**src/rtl/core/u8slice_pkg.sv**
```systemverilog
// Shared types and constants of the UTF-8 substring slicer.
package u8slice_pkg;

   // Strings are cut off after this many bytes; the byte counter holds there.
   localparam logic [15:0] MAX_BYTES = 16'd65535;

   // A continuation byte matches CONT_CODE under LEAD_MASK; every other byte leads.
   localparam logic [7:0] LEAD_MASK = 8'hC0;
   localparam logic [7:0] CONT_CODE = 8'h80;

   // Kind of the located substring.
   typedef enum logic [1:0] {
      KIND_NA       = 2'd0,
      KIND_ORIGINAL = 2'd1,
      KIND_RANGE    = 2'd2
   } kind_type;

   // One input item as held in the input register.
   typedef struct packed {
      logic [7:0]         data_byte;
      logic               byte_valid;
      logic               end_of_string;
      logic               string_missing;
      logic signed [31:0] start_index;
      logic signed [31:0] stop_index;
      logic               start_missing;
      logic               stop_missing;
      logic               utf8_mode;
   } item_type;

   // Scan state of the current string.
   typedef struct packed {
      logic [15:0] byte_count;
      logic [15:0] char_count;
      logic [15:0] first_offset;
      logic [15:0] end_offset;
      logic        first_seen;
      logic        end_seen;
   } scan_type;

   // Clamp a requested start position to at least one.
   function automatic logic signed [31:0] clamp_start(input logic signed [31:0] start);
      clamp_start = (start < 32'sd1) ? 32'sd1 : start;
   endfunction

endpackage

```
**src/rtl/core/u8slice_in_stage.sv**
```systemverilog
// Input register of the slicer with its ready logic.
module u8slice_in_stage
   import u8slice_pkg::*;
(
   input  logic     clock,
   input  logic     reset,
   input  logic     req_valid,
   output logic     req_ready,
   input  item_type req_item,
   input  logic     out_free,
   output item_type item,
   output logic     proc_fire
);

   logic     valid_ff;
   logic     valid_in;
   item_type item_ff;

   // The held item moves on unless it ends a string and the result register is full.
   assign proc_fire = valid_ff && (!item_ff.end_of_string || out_free);
   assign req_ready = !valid_ff || proc_fire;
   assign item      = item_ff;

   always_comb begin
      valid_in = valid_ff;
      if (req_ready) begin
         valid_in = req_valid;
      end
   end

   always_ff @(posedge clock) begin
      if (reset) begin
         valid_ff <= 1'b0;
      end else begin
         valid_ff <= valid_in;
      end
   end

   // Payload is loaded only on an accepted transfer.
   always_ff @(posedge clock) begin
      if (req_valid && req_ready) begin
         item_ff <= req_item;
      end
   end

endmodule

```
**src/rtl/core/u8slice_scan.sv**
```systemverilog
// Byte and character counters that track where the substring begins and ends.
module u8slice_scan
   import u8slice_pkg::*;
(
   input  logic     clock,
   input  logic     reset,
   input  item_type item,
   input  logic     proc_fire,
   output scan_type scan_next
);

   scan_type           scan_ff;
   scan_type           scan_in;
   logic signed [31:0] start_c;
   logic [15:0]        char_inc;
   logic               lead;

   assign start_c  = clamp_start(item.start_index);
   assign lead     = (item.data_byte & LEAD_MASK) != CONT_CODE;
   assign char_inc = scan_ff.char_count + 16'd1;

   // State after the held item has been scanned; the result is taken from this.
   always_comb begin
      scan_next = scan_ff;
      if (item.byte_valid && (scan_ff.byte_count < MAX_BYTES)) begin
         if (item.utf8_mode && !scan_ff.end_seen && lead) begin
            scan_next.char_count = char_inc;
            if ($signed({16'd0, char_inc}) == start_c && !scan_ff.first_seen) begin
               scan_next.first_offset = scan_ff.byte_count;
               scan_next.first_seen   = 1'b1;
            end
            if ($signed({16'd0, char_inc}) > item.stop_index) begin
               scan_next.end_offset = scan_ff.byte_count;
               scan_next.end_seen   = 1'b1;
            end
         end
         scan_next.byte_count = scan_ff.byte_count + 16'd1;
      end
   end

   // The state clears after the item that ends a string.
   always_comb begin
      scan_in = scan_ff;
      if (proc_fire) begin
         scan_in = item.end_of_string ? '0 : scan_next;
      end
   end

   always_ff @(posedge clock) begin
      if (reset) begin
         scan_ff <= '0;
      end else begin
         scan_ff <= scan_in;
      end
   end

   // The byte counter never passes the string bound.
   assert property (@(posedge clock) disable iff (reset)
      scan_ff.byte_count <= MAX_BYTES)
      else $error("byte counter passed the string bound");

   // Characters are counted only on bytes, so there are never more of them.
   assert property (@(posedge clock) disable iff (reset)
      scan_ff.char_count <= scan_ff.byte_count)
      else $error("character count exceeds byte count");

   // A finished string leaves a clean state behind.
   assert property (@(posedge clock) disable iff (reset)
      proc_fire && item.end_of_string |=> scan_ff == '0)
      else $error("scan state not cleared after end of string");

endmodule

```
**src/rtl/core/u8slice_result.sv**
```systemverilog
// Result computation of a finished string and the output register.
module u8slice_result
   import u8slice_pkg::*;
(
   input  logic        clock,
   input  logic        reset,
   input  item_type    item,
   input  scan_type    scan_next,
   input  logic        proc_fire,
   output logic        out_free,
   output logic        rsp_valid,
   input  logic        rsp_ready,
   output logic [15:0] rsp_slice_offset,
   output logic [15:0] rsp_slice_length,
   output logic [1:0]  rsp_slice_kind
);

   logic               rsp_valid_ff;
   logic               rsp_valid_in;
   logic [15:0]        offset_ff;
   logic [15:0]        length_ff;
   kind_type           kind_ff;
   logic [15:0]        offset_in;
   logic [15:0]        length_in;
   kind_type           kind_in;
   logic               load;
   logic signed [31:0] start_c;
   logic signed [31:0] size;
   logic signed [31:0] b_first;
   logic signed [31:0] b_last;
   logic signed [31:0] b_len;
   logic [15:0]        u_last;
   logic [15:0]        u_first;

   assign out_free = !rsp_valid_ff || rsp_ready;
   assign load     = proc_fire && item.end_of_string;
   assign start_c  = clamp_start(item.start_index);
   assign size     = $signed({16'd0, scan_next.byte_count});

   // Byte mode: positions are byte offsets, the end clipped to the string size.
   always_comb begin
      b_first = start_c - 32'sd1;
      if (item.stop_index < 32'sd1) begin
         b_last = 32'sd0;
      end else if (item.stop_index > size) begin
         b_last = size;
      end else begin
         b_last = item.stop_index;
      end
      b_len = b_last - b_first;
   end

   // Character mode: the end is the first lead byte past stop, or the string end.
   always_comb begin
      u_first = scan_next.first_offset;
      u_last  = scan_next.end_seen ? scan_next.end_offset : scan_next.byte_count;
      if (item.stop_index >= $signed({16'd0, scan_next.char_count})) begin
         u_last = scan_next.byte_count;
      end
      if (u_last < u_first) begin
         u_last = u_first;
      end
   end

   // Pick the result for the ending item.
   always_comb begin
      offset_in = 16'd0;
      length_in = 16'd0;
      kind_in   = KIND_RANGE;
      if (item.string_missing || item.start_missing || item.stop_missing) begin
         kind_in = KIND_NA;
      end else if (!item.utf8_mode) begin
         if (!(item.stop_index < start_c || start_c > size || b_first >= b_last)) begin
            offset_in = b_first[15:0];
            length_in = b_len[15:0];
            kind_in   = (b_first == 32'sd0 && b_last == size) ? KIND_ORIGINAL : KIND_RANGE;
         end
      end else begin
         if (!(item.stop_index < start_c || !scan_next.first_seen)) begin
            offset_in = u_first;
            length_in = u_last - u_first;
            kind_in   = (u_first == 16'd0 && u_last == scan_next.byte_count)
                        ? KIND_ORIGINAL : KIND_RANGE;
         end
      end
   end

   always_comb begin
      rsp_valid_in = rsp_valid_ff;
      if (load) begin
         rsp_valid_in = 1'b1;
      end else if (rsp_ready) begin
         rsp_valid_in = 1'b0;
      end
   end

   always_ff @(posedge clock) begin
      if (reset) begin
         rsp_valid_ff <= 1'b0;
      end else begin
         rsp_valid_ff <= rsp_valid_in;
      end
   end

   always_ff @(posedge clock) begin
      if (load) begin
         offset_ff <= offset_in;
         length_ff <= length_in;
         kind_ff   <= kind_in;
      end
   end

   assign rsp_valid        = rsp_valid_ff;
   assign rsp_slice_offset = offset_ff;
   assign rsp_slice_length = length_ff;
   assign rsp_slice_kind   = kind_ff;

   // A missing result carries no offset or length.
   assert property (@(posedge clock) disable iff (reset)
      rsp_valid_ff && kind_ff == KIND_NA |-> offset_ff == 16'd0 && length_ff == 16'd0)
      else $error("NA result with non-zero fields");

   // The whole original string always starts at offset zero.
   assert property (@(posedge clock) disable iff (reset)
      rsp_valid_ff && kind_ff == KIND_ORIGINAL |-> offset_ff == 16'd0)
      else $error("original string result with non-zero offset");

endmodule

```
**src/rtl/core/utf8_substring_slicer.sv**
```systemverilog
// Top level of the streaming UTF-8 substring slicer.
// Usage: the bytes of one string enter on the req_ channel, one transfer per byte,
// with the start and stop positions, the missing flags and the mode on every transfer.
// The transfer with req_end_of_string set closes the string; an empty string is a
// single transfer with req_byte_valid low and req_end_of_string high.
// For each closed string one result transfer leaves on the rsp_ channel: byte offset,
// byte length and kind (NA, whole original string or byte range). Other transfers
// give no result.
// The ending transfer is held in the input register; its result is then presented
// from the result register. Throughput: one transfer per cycle while no ending
// transfer waits on a full result register; each byte needs one counter update and
// one compare against the clamped positions between the input and result registers.
// Reset clears the counters, the input register and the result register.
// When the receiver stalls, the result register holds its transfer; bytes of the
// next string are still accepted, but the next ending transfer waits in the input
// register and the req_ channel stalls behind it until the result is taken.
module utf8_substring_slicer
   import u8slice_pkg::*;
(
   input  logic               clock,
   input  logic               reset,
   input  logic               req_valid,
   output logic               req_ready,
   input  logic [7:0]         req_data_byte,
   input  logic               req_byte_valid,
   input  logic               req_end_of_string,
   input  logic               req_string_missing,
   input  logic signed [31:0] req_start_index,
   input  logic signed [31:0] req_stop_index,
   input  logic               req_start_missing,
   input  logic               req_stop_missing,
   input  logic               req_utf8_mode,
   output logic               rsp_valid,
   input  logic               rsp_ready,
   output logic [15:0]        rsp_slice_offset,
   output logic [15:0]        rsp_slice_length,
   output logic [1:0]         rsp_slice_kind
);

   item_type req_item;
   item_type item;
   scan_type scan_next;
   logic     proc_fire;
   logic     out_free;

   // Gather the payload ports into one item.
   always_comb begin
      req_item.data_byte      = req_data_byte;
      req_item.byte_valid     = req_byte_valid;
      req_item.end_of_string  = req_end_of_string;
      req_item.string_missing = req_string_missing;
      req_item.start_index    = req_start_index;
      req_item.stop_index     = req_stop_index;
      req_item.start_missing  = req_start_missing;
      req_item.stop_missing   = req_stop_missing;
      req_item.utf8_mode      = req_utf8_mode;
   end

   u8slice_in_stage u_in_stage (
      .clock     (clock),
      .reset     (reset),
      .req_valid (req_valid),
      .req_ready (req_ready),
      .req_item  (req_item),
      .out_free  (out_free),
      .item      (item),
      .proc_fire (proc_fire)
   );

   u8slice_scan u_scan (
      .clock     (clock),
      .reset     (reset),
      .item      (item),
      .proc_fire (proc_fire),
      .scan_next (scan_next)
   );

   u8slice_result u_result (
      .clock            (clock),
      .reset            (reset),
      .item             (item),
      .scan_next        (scan_next),
      .proc_fire        (proc_fire),
      .out_free         (out_free),
      .rsp_valid        (rsp_valid),
      .rsp_ready        (rsp_ready),
      .rsp_slice_offset (rsp_slice_offset),
      .rsp_slice_length (rsp_slice_length),
      .rsp_slice_kind   (rsp_slice_kind)
   );

endmodule

```
**config.mk**
```make
export PLATFORM = sky130hd
export DESIGN_NAME = utf8_substring_slicer
export DESIGN_NICKNAME = d
export VERILOG_FILES = /design/src/rtl/core/u8slice_pkg.sv /design/src/rtl/core/u8slice_in_stage.sv /design/src/rtl/core/u8slice_scan.sv /design/src/rtl/core/u8slice_result.sv /design/src/rtl/core/utf8_substring_slicer.sv
export SDC_FILE = /design/constraint.sdc
export NUM_CORES = 1
export LEC_CHECK = 0
export BUFFER_PORTS_ARGS = -buffer_cell sky130_fd_sc_hd__buf_2
export CAP_MARGIN = 20
export CORE_MARGIN = 5
export CORE_UTILIZATION = 55
export CTS_CLUSTER_DIAMETER = 30
export DETAILED_ROUTE_END_ITERATION = 8
export PLACE_DENSITY = 0.84
export RECOVER_POWER = 50
export REMOVE_ABC_BUFFERS = 1
export SETUP_SLACK_MARGIN = 0.4
export SYNTH_ARGS = -nofsm -noshare
export SYNTH_HDL_FRONTEND = slang
export SYNTH_HIERARCHICAL = 1
export SYNTH_SLANG_ARGS = --single-unit
```
**constraint.sdc**
```tcl
create_clock -name clock -period 21.1 [get_ports clock]
set_input_delay 2.11 -clock clock [delete_from_list [all_inputs] [get_ports clock]]
set_output_delay 2.11 -clock clock [all_outputs]
set_load 0.02 [all_outputs]
```
==> results.toml, run 1 <==
[run_status]
status = "finished, violations left"
violations = "capacitance limit, slew limit"

[final_layout]
final_cells = 2285
final.fill_count = 2414
drive_above_1_share = 0.115
final_common_cell = "ha_1"
layout_common_cells = "ha_1 (179), nor2_1 (169), inv_1 (145)"
fin_nets = 2157
diodes = 0
area_growth_pct = 9.51

[critical_path]
cp_max_fo = 33
cp.required_ps = 21260
crit_type = "reg2reg"
critPathTopFamily = "compound AO/OA/AOI/OAI gates"
slowest_delay_ps = 770
crit_path_start_kind = "flop"
r2r_setup_slack_ps = 11690
critical_path_arrival_ps = 9570
slowest_stage = "nor4_1"
crit_buf_inv = 5
end_kind = "flop"

[die]
io_pins = 118
core_um2 = 27900
dieArea_um2 = 31700
initial_core_util = 0.558
rows = 61
die_h_um = 178
die_w_um = 178

[cts]
cts_setup_buffers = 0
cts_buffers = 17
cts_resized = 0
htreeDepth = 4
cts-hold-fix-buffers = 0
clkSinkCount = 174
clk_latency_ps = 440
cts_tree = "yes"
clock_path_buffers = 2
clk_pin_slew_ps = 70
cts-root-buf = "clkbuf_16"

[drt]
finalWirelength_um = 47100
drt_iter0_drc = 1820
ant_nets = 0
via_per_inst = 6.40
routedWlPerCell_um = 20.6
drc = 0
vias = 14600
first_pass_iters = 6

[power]
power_density_nw_per_um2 = 52.3
power_leakage_nw = 6.95
ir_worst_vdd_mv = 0.0530

[place]
dp_hpwl_um = 34800
port_buffers = 111
gp_congestion = 1.03
place_inst = 2252

[sta]
fmax_mhz = 106
hold_viol_final = 0
worstMarginPinSlew_ps = 3340
period_share = 0.446
finalSetupTns_ps = 0
finalSetupViolCount = 0
slew_viol_final = 117
fin_skew_ps = 19.9
rsz0062_at_grt = "false"
fin_crit_ps = 9410
relSlewSlack = -1.23

[synthesis]
syn_inst = 1814
yosysWarnings = 6
syn_area_um2 = 15500
avgSynthCellArea_um2 = 8.57

[run]
max_cap_violations = 2

[grt]
grt_pass1_wl_um = 72800
track_usage = 0.290
grt_pass1_vias = 13800
gr-total-overflow = 0
grt_start_max_net_pins = 65
antenna_found_initial = 0

[min_path]
hp-class = "reg2reg"
routing by layer:
layer	routed length, µm	global-route usage	vias to the layer above	part of all wire
met5	0	0	-	0
met4	2300	0.134	0	0.049
met3	4390	0.0543	174	0.093
met2	21300	0.468	843	0.45
met1	19100	0.377	6785	0.41
li1	-	-	6823	-
worst register-to-register path: cells and delay by family, from the launching register on:
family          cells  cell delay [ps]
flops               1              480
buf+inv             5             1040
compound gates     17             4080
xor+xnor            2              350
fa+ha+maj           4             1350
simple gates        9             1850
registers in the layout, summed over array words and instances (netlist names):
register                   count
u_result/rsp_valid             1
u_scan/scan_ff                66
u_in_stage/valid_ff            1
u_result/rsp_slice_kind        2
u_result/rsp_slice_offset     16
u_in_stage/item               72
u_result/rsp_slice_length     16
layout make-up:
| class | instances | area (µm²) | share of cell area |
|---|---|---|---|
| Clock inverter | 14 | 199 | 0.0117 |
| Inverter | 146 | 548 | 0.0322 |
| Timing Repair Buffer | 132 | 672 | 0.0395 |
| Sequential cell | 174 | 4540 | 0.267 |
| Multi-Input combinational cell | 1423 | 10200 | 0.597 |
| Tap cell | 378 | 473 | 0.0278 |
| Clock buffer | 18 | 429 | 0.0252 |
through the flow:
stage	hold slack (ps)	area (µm²)	setup slack, ps	util	total power [mW]
3_3_place_gp	442	16400	12140	0.590	0.535
2_1_floorplan	438	15200	11180	-	0.490
5_1_grt	473	17000	11210	0.611	0.923
6_report	470	17000	11690	0.611	0.891
4_1_cts	469	17100	12010	0.613	0.889
3_5_place_dp	453	16400	12030	0.590	0.541
path summary, 6_finish.rpt:
kind                            from                             to  cells past startpoint
setup / recovery  u_scan/scan_ff[50]  u_result/rsp_slice_length[14]                     37
hold / removal     u_scan/scan_ff[7]              u_scan/scan_ff[7]                      1
setup reg to reg  u_scan/scan_ff[50]  u_result/rsp_slice_length[14]                     37
hold reg to reg    u_scan/scan_ff[7]              u_scan/scan_ff[7]                      1
where the power goes:
| group | internal (mW) | switching (mW) |
|---|---|---|
| clock | 0.192 | 0.160 |
| sequential | 0.371 | 0.0167 |
| combinational | 0.0602 | 0.0913 |
No activity file was read; power rests on OpenSTA's default activity.
==> run 2: changes to the inputs <==
==> constraint.sdc (replaced) <==
create_clock -name clock -period 8.95 [get_ports clock]
set_input_delay 0.895 -clock clock [delete_from_list [all_inputs] [get_ports clock]]
set_output_delay 0.895 -clock clock [all_outputs]
set_load 0.02 [all_outputs]
==> run 2 against run 1 <==
Compared with the run above:
- the flow still finishes with violations (capacitance limit, slew limit)
- critical path depth stayed put
- worst setup slack worse by 11000 ps
- routed wire length grew 2.4%
- worst hold slack better by 1.7 ps
- via count grew 2.2%
- design area up 2.0%
- clock-buffer cell count fell by 1
- fmax increased by 14%
- sequential share of layout area decreased by 0.48 points
- register-to-register slack lost 11000 ps
- global-route usage is 0.77 points higher
- sequential cell count stayed put
- largest cell class unchanged
==> results.toml, run 2 (synthesis results as in run 1) <==
[final_layout]
design_area_um2 = 17400
drive_above_1_share = 0.139
area_growth_pct = 11.7
final_common_cell = "ha_1"
diodes = 0
final.fill_count = 2404
layout_common_cells = "ha_1 (177), nor2_1 (169), inv_1 (145)"
largest_register_ffs = 72
fin_nets = 2192

[cts]
clk_pin_slew_ps = 80
cts_buffers = 17
htreeDepth = 4
clkSinkCount = 174
clock_path_buffers = 2
cts-hold-fix-buffers = 0
clk_latency_ps = 450
cts_tree = "yes"
cts-root-buf = "clkbuf_16"

[drt]
first_pass_iters = 6
ant_nets = 0
drc = 0
vias = 15000
finalWirelength_um = 48200
routedWlPerCell_um = 20.8
drt_iter0_drc = 2028
via_per_inst = 6.45

[run_status]
violations = "capacitance limit, slew limit"
status = "finished, violations left"

[die]
die_w_um = 178
io_pins = 118
die_h_um = 178
core_um2 = 27900
initial_core_util = 0.558
dieArea_um2 = 31700
rows = 61

[place]
place_area_um2 = 16700
dp_hpwl_um = 35800
port_buffers = 111
gp_congestion = 0.991

[critical_path]
critPathTopFamily = "compound AO/OA/AOI/OAI gates"
crit_type = "reg2reg"
cp_max_fo = 33
critical_path_arrival_ps = 8400
cp.required_ps = 9120
end_kind = "flop"
crit_buf_inv = 4
slowest_stage = "dfxtp_1"
crit_path_start_kind = "flop"
slowest_delay_ps = 580

[grt]
track_usage = 0.297
grt_pass1_vias = 14300
antenna_found_initial = 0
gr-total-overflow = 0
grt_pass1_wl_um = 75100
grt_start_max_net_pins = 73

[run]
max_cap_violations = 3

[sta]
rsz0062_at_grt = "false"
worstMarginPinSlew_ps = 4590
fin_crit_ps = 8230
fin_skew_ps = 19.4
hold_viol_final = 0
slew_viol_final = 177
period_share = 0.920
relSlewSlack = -2.06
finalSetupViolCount = 0
fmax_mhz = 121

[power]
power_density_nw_per_um2 = 117
ir_worst_vdd_mv = 0.0955
power_leakage_nw = 7.14
total_power_mw = 2.02

[min_path]
hp-class = "reg2reg"
## run 2: final timing paths
| path | endpoint | slack, ps | depth (start not counted) | startpoint |
|---|---|---|---|---|
| worst max-delay path | u_result/rsp_slice_length[14] | 720 | 37 | u_scan/scan_ff[38] |
| worst min-delay path | u_scan/scan_ff[17] | 470 | 1 | u_scan/scan_ff[17] |
| worst max register to register | u_result/rsp_slice_length[14] | 720 | 37 | u_scan/scan_ff[38] |
| worst min register to register | u_scan/scan_ff[17] | 470 | 1 | u_scan/scan_ff[17] |
## run 2: where the power goes
group | internal, mW | total, mW | switching, mW
Combinational | 0.146 | 0.370 | 0.224
Clock | 0.370 | 0.742 | 0.372
Sequential | 0.876 | 0.912 | 0.0364
Total | 1.39 | 2.02 | 0.633
## run 2: worst reg2reg max path, delay by kind of cell, from the launching register on
family	cells	cell delay (ps)
compound gates	19	3790
xor+xnor	1	160
fa+ha+maj	4	1220
buf+inv	4	470
flops	1	580
simple gates	9	1740
## run 2: layout make-up
type	count	area, µm²	share of cell area
repair buffers	167	985	0.0567
inverters	146	548	0.0316
flip-flops and latches	174	4550	0.262
multi-input cells	1423	10200	0.590
clock buffers	17	425	0.0245
clock inverters	15	143	0.00822
well taps	378	473	0.0272
## run 2: metrics by stage
stage | cells | worst slack [ps] | setup TNS, ps | hold slack [ps] | utilization
final | 2320 | 716 | 0 | 472 | 0.623
after detailed placement | 2284 | 360 | 0 | 452 | 0.601
after global routing | 2320 | 360 | 0 | 475 | 0.623
after CTS | 2316 | 418 | 0 | 471 | 0.622
after floorplan | 1743 | -973 | -7380 | 438 | -
after global placement | 2282 | 540 | 0 | 442 | 0.600
## run 2: timing repair
| item | CTS | global route |
|---|---|---|
| gates resized for setup | 1 | 17 |
| endpoints found under the setup margin | 4 | 11 |
| buffers inserted | 0 | 4 |
| pin swaps | 0 | 4 |
## run 2: routing by layer
metal  global-route usage  vias up  share of wire
met4                0.139        0          0.049
met1                0.379     6990           0.40
met2                0.485      869           0.46
met5              0.00160        -              0
li1                     -     6896              -
met3               0.0613      198          0.090
